$ cat config.mk
export PLATFORM = sky130hd
export DESIGN_NAME = lla_ctrl
export DESIGN_NICKNAME = d
export VERILOG_FILES = /design/src/design/lla_pkg.sv /design/src/design/lla_ctrl.sv
export SDC_FILE = /design/constraint.sdc
export NUM_CORES = 1
export LEC_CHECK = 0
export BUFFER_PORTS_ARGS = -buffer_cell sky130_fd_sc_hd__buf_2
export CAP_MARGIN = 20
export CELL_PAD_IN_SITES_DETAIL_PLACEMENT = 1
export CELL_PAD_IN_SITES_GLOBAL_PLACEMENT = 2
export CORE_UTILIZATION = 23
export DETAILED_ROUTE_END_ITERATION = 6
export HOLD_SLACK_MARGIN = 0.1
export PLACE_DENSITY = 0.72
export SLEW_MARGIN = 20
export SYNTH_ARGS = -nofsm -noshare
export SYNTH_HDL_FRONTEND = slang
export SYNTH_SLANG_ARGS = --single-unit
$ cat constraint.sdc
create_clock -name i_clk -period 1.4 [get_ports i_clk]
set_input_delay 0 -clock i_clk [delete_from_list [all_inputs] [get_ports i_clk]]
set_output_delay 0 -clock i_clk [all_outputs]
set_load 0.02 [all_outputs]
$ cat src/design/lla_pkg.sv
// shared types, codes and reset constants for the life-like automaton block
`default_nettype none

package lla_pkg;

    // default grid geometry
    localparam int ROWS_DEF = 64;
    localparam int COLS_DEF = 64;

    // port widths fixed by the request format
    localparam int MODE_W     = 2;
    localparam int IDX_W      = 6;
    localparam int CELLS_W    = 64;
    localparam int CFG_IDX_W  = 3;
    localparam int CFG_DATA_W = 9;

    // request modes
    localparam logic [MODE_W-1:0] MODE_WRITE   = 2'd0;
    localparam logic [MODE_W-1:0] MODE_READ    = 2'd1;
    localparam logic [MODE_W-1:0] MODE_ADVANCE = 2'd2;

    // configuration register indexes
    localparam logic [CFG_IDX_W-1:0] CFG_BIRTH   = 3'd0;
    localparam logic [CFG_IDX_W-1:0] CFG_SURVIVE = 3'd1;
    localparam logic [CFG_IDX_W-1:0] CFG_WRAP    = 3'd2;
    localparam logic [CFG_IDX_W-1:0] CFG_ROWS    = 3'd3;
    localparam logic [CFG_IDX_W-1:0] CFG_COLS    = 3'd4;

    // configuration reset values
    localparam logic [8:0] BIRTH_RST   = 9'd8;
    localparam logic [8:0] SURVIVE_RST = 9'd12;
    localparam logic       WRAP_RST    = 1'b0;
    localparam logic [6:0] ROWS_RST    = 7'd64;
    localparam logic [6:0] COLS_RST    = 7'd64;

    // datapath operations issued by the controller
    typedef enum logic [2:0] {
        OP_NONE,
        OP_CLEAR,
        OP_WRITE,
        OP_READ,
        OP_RD_LAST,
        OP_RD_FIRST,
        OP_LOAD_FIRST,
        OP_ROW
    } t_dp_op;

    typedef struct packed {
        t_dp_op op;
        logic   accept;
    } t_dp_cmd;

    typedef struct packed {
        logic clr_last;
        logic row_last;
    } t_dp_stat;

endpackage

`default_nettype wire

$ cat src/design/lla_ctrl.sv
// request sequencer: reset clearing pass, row access and generation sweep
`default_nettype none

module lla_ctrl import lla_pkg::*; (
    input  wire logic              i_clk,
    input  wire logic              i_rst_n,
    input  wire logic              i_start,
    input  wire logic [MODE_W-1:0] i_mode,
    input  wire t_dp_stat          i_stat,
    output t_dp_cmd                o_cmd,
    output logic                   o_busy,
    output logic                   o_valid
);

    typedef enum logic [2:0] {
        S_CLEAR,
        S_IDLE,
        S_ADV_FIRST,
        S_ADV_LOAD,
        S_ADV_ROW
    } t_state;

    t_state r_state, n_state;
    logic   n_busy, n_valid;

    always_comb begin
        n_state      = r_state;
        n_valid      = 1'b0;
        o_cmd.op     = OP_NONE;
        o_cmd.accept = 1'b0;
        unique case (r_state)
            S_CLEAR: begin
                o_cmd.op = OP_CLEAR;
                if (i_stat.clr_last) begin
                    n_state = S_IDLE;
                end
            end
            S_IDLE: begin
                if (i_start) begin
                    o_cmd.accept = 1'b1;
                    n_valid      = 1'b1;
                    priority if (i_mode == MODE_WRITE) begin
                        o_cmd.op = OP_WRITE;
                    end else if (i_mode == MODE_READ) begin
                        o_cmd.op = OP_READ;
                    end else if (i_mode == MODE_ADVANCE) begin
                        o_cmd.op = OP_RD_LAST;
                        n_valid  = 1'b0;
                        n_state  = S_ADV_FIRST;
                    end else begin
                        o_cmd.op = OP_NONE;
                    end
                end
            end
            S_ADV_FIRST: begin
                o_cmd.op = OP_RD_FIRST;
                n_state  = S_ADV_LOAD;
            end
            S_ADV_LOAD: begin
                o_cmd.op = OP_LOAD_FIRST;
                n_state  = S_ADV_ROW;
            end
            S_ADV_ROW: begin
                o_cmd.op = OP_ROW;
                if (i_stat.row_last) begin
                    n_valid = 1'b1;
                    n_state = S_IDLE;
                end
            end
            default: begin
                n_state = S_IDLE;
            end
        endcase
        n_busy = (n_state != S_IDLE);
    end

    always_ff @(posedge i_clk) begin
        if (!i_rst_n) begin
            r_state <= S_CLEAR;
            o_busy  <= 1'b1;
            o_valid <= 1'b0;
        end else begin
            r_state <= n_state;
            o_busy  <= n_busy;
            o_valid <= n_valid;
        end
    end

endmodule

`default_nettype wire

==> results.yml <==
outcome:
  status: "finished, final reports clean"
setup_path:
  startpoint_type: "flop"
  r2r_start: "r_state[2]"
  cp.arrival_ns: 1.32
  cp-startpoint: "r_state[2]"
  path_max_fanout: 8
  worstSetupEndpoint: "o_cmd[2]"
  r2r_cells: 3
  worstReg2RegEnd: "r_state[0]"
  endpoint_kind: "output pin"
  rrSetupSlack_ns: 0.26
  crit_type: "flop to output pin"
  cp.required_ns: 1.40
layout:
  ff_latch_area_um2: 103
  fillers: 170
  multi_input_area_um2: 193
  nets: 61
  layout.cells.non_filler: 68
  drive_above_1_share_pct: 35.8
  area_growth_pct: 34.8
  post-route-util_pct: 33.2
  num_antenna_cells: 0
floorplan:
  die-height_um: 39.3
  start_util_pct: 24.6
  coreArea_mm2: 0.00130
  fp.dieW_um: 39.3
  rows: 13
  dieArea_mm2: 0.00155
  io_pins: 13
power_and_ir_drop:
  p_total_mw: 0.429
  p_leak_nw: 0.189
  p_comb_share_pct: 21.0
  p_int_mw: 0.305
  p_sw_mw: 0.125
  p_seq_share_pct: 39.0
  vdd_drop_max_uv: 535
  p_clk_share_pct: 40.0
  power_density_mw_per_mm2: 994
  switching_share_pct: 29.1
min_path:
  hold_depth: 3
  hp-class: "input port to flop"
synth:
  syn_area_per_cell_um2: 8.66
  netlist_instances: 37
  synth-seq-area-share_pct: 31.3
  synthesis.nets: 44
  synth_seq_cells: 5
  synthArstFlopShare_pct: 0
  syn-cell-area_um2: 320
  synth_edf_count: 0
  synth.distinct_cells: 24
  synthFlopType: "dfxtp_1"
  synth_warnings: 0
route:
  ant_nets: 0
  vias_per_cell: 4.90
  wirelength_um: 803
  via_count: 333
  drtPass1Iterations: 2
  wl_per_cell_um: 11.8
  drt_iter0_markers: 1
  drc_errors: 0
timing:
  max_freq_mhz: 757
  clock_skew_ns: 0.00721
  slew_viol_final: 0
  fin_tns_setup_ns: 0
  report.final.hold_viol_count: 0
  min_period_ns: 1.32
  slew_headroom_pct: 76.1
  worst_pin_slew_ns: 0.353
  rsz0062_at_grt: "no"
  fin_hold_ws_ns: 0.144
  finalSetupViolCount: 0
  fin_crit_sh_pct: 94.4
cts:
  cts_root_buf: "clkbuf_4"
  cts_setup_buffers: 0
  cts_made_buffers: 3
  htree_levels: 1
  cts_tree: "done"
  cts.clk_slew.worst_paths_ns: 0.05
  cts.sinks: 5
  cts_buffer_depth: 2
  clock_latency_ns: 0.25
placement:
  gp_congestion: 0.733
  numPortBuffers: 12
  placed_cells: 62
  dp.final_hpwl_um: 589
grt:
  gr-total-overflow: 0
  grt_pass1_wl_mm: 1.26
  grt_usage_pct: 12.9
  antenna_found_initial: 0
  grt_max_degree: 11
  grt_pass1_vias: 317
flow_run:
  drv_cap: 0
[worst min-delay path by stage]
stage,start,endpoint,slack (ns)
after floorplan,i_stat[0],o_valid,0.14
after global placement,i_stat[0],o_valid,0.28
after detailed placement,i_stat[0],o_valid,0.28
after CTS,i_mode[0],o_valid,0.15
after global routing,i_mode[0],o_valid,0.20
final,i_mode[0],o_valid,0.14
[kinds of logic (layout without fill, tap and decap cells)]
family          after synthesis  after routing  synth area share, %
simple gates                 15             15                 33.6
compound gates               11             11                 23.4
flops                         5              5                 31.3
buf+inv                       5             21                 8.59
mux                           1              1                 3.13
[synth_stat cells, types with 2 or more instances]
library cell | number | area, µm²
nor3b_1 | 2 | 15.0
o21ai_0 | 3 | 15.0
a21boi_0 | 2 | 15.0
or3_1 | 2 | 12.5
inv_1 | 3 | 11.3
nand2b_1 | 2 | 12.5
dfxtp_1 | 5 | 100
nand2_1 | 2 | 7.51
[metrics by stage]
stage	worst slack [ns]	cell area [µm²]
floorplan	0.256	320
global placement	0.181	383
detailed placement	0.171	383
CTS	0.0455	430
global route	0.00788	432
finish	0.0785	432
[flip-flops by register name, indices dropped and copies added (netlist names)]
name	cells
r_state	3
o_busy	1
o_valid	1
[placed cells by master, fill, tap and decap left out]
| master | Yosys | routed |
|---|---|---|
| a21boi_0 | 2 | 2 |
| a21boi_2 | 1 | 1 |
| a21oi_1 | 1 | 1 |
| a41oi_1 | 1 | 1 |
| and3_1 | 1 | 1 |
| and3b_1 | 1 | 1 |
| and4b_1 | 1 | 1 |
| and4bb_2 | 1 | 1 |
| buf_2 | 1 | 12 |
| clkbuf_1 | 0 | 1 |
| clkbuf_4 | 0 | 3 |
| dfxtp_1 | 5 | 3 |
| dfxtp_2 | 0 | 2 |
| dlygate4sd3_1 | 0 | 2 |
| inv_1 | 3 | 3 |
| mux2i_1 | 1 | 1 |
| nand2_1 | 2 | 2 |
| nand2b_1 | 2 | 2 |
| nand3_1 | 1 | 1 |
| nor3b_1 | 2 | 2 |
| nor4b_1 | 1 | 1 |
| o21ai_0 | 3 | 2 |
| o21ai_1 | 1 | 2 |
| o22ai_1 | 1 | 1 |
| o311ai_1 | 1 | 1 |
| or3_1 | 2 | 2 |
| or3b_1 | 1 | 1 |
[critical path, cell delays in order, from the launching register on]
cell     delay, ns
dfxtp_2       0.38
inv_1         0.10
or3_1         0.33
o21ai_0       0.08
buf_2         0.18
[power by group through the flow]
stage | Combinational (mW) | Sequential [mW] | Clock, mW
after detailed placement | 0.0860 | 0.169 | 0
after floorplan | 0.0639 | 0.167 | 0
after global routing | 0.0990 | 0.170 | 0.187
final | 0.0903 | 0.167 | 0.172
after CTS | 0.0909 | 0.167 | 0.180
after global placement | 0.0874 | 0.168 | 0
[timing repair]
item                                    CTS  global route
hold buffers                              2             0
endpoints found under the setup margin    2             1
gates resized for setup                   2             1
hold endpoints to repair                  3             0
[per-layer routing]
| layer | vias up | routed length [µm] | global-route usage, % |
|---|---|---|---|
| met5 | - | 0 | 0 |
| met4 | 0 | 0 | 0 |
| met3 | 0 | 57 | 10.8 |
| met2 | 9 | 365 | 20.4 |
| met1 | 154 | 380 | 14.0 |
| li1 | 170 | - | - |
[final cells by class]
| class | count | area share (%) |
|---|---|---|
| Inverter | 3 | 2.61 |
| Timing Repair Buffer | 14 | 18.6 |
| Clock buffer | 4 | 6.09 |
| Multi-Input combinational cell | 27 | 44.6 |
| Tap cell | 15 | 4.35 |
| Sequential cell | 5 | 23.8 |
No activity file was read; power rests on OpenSTA's default activity.
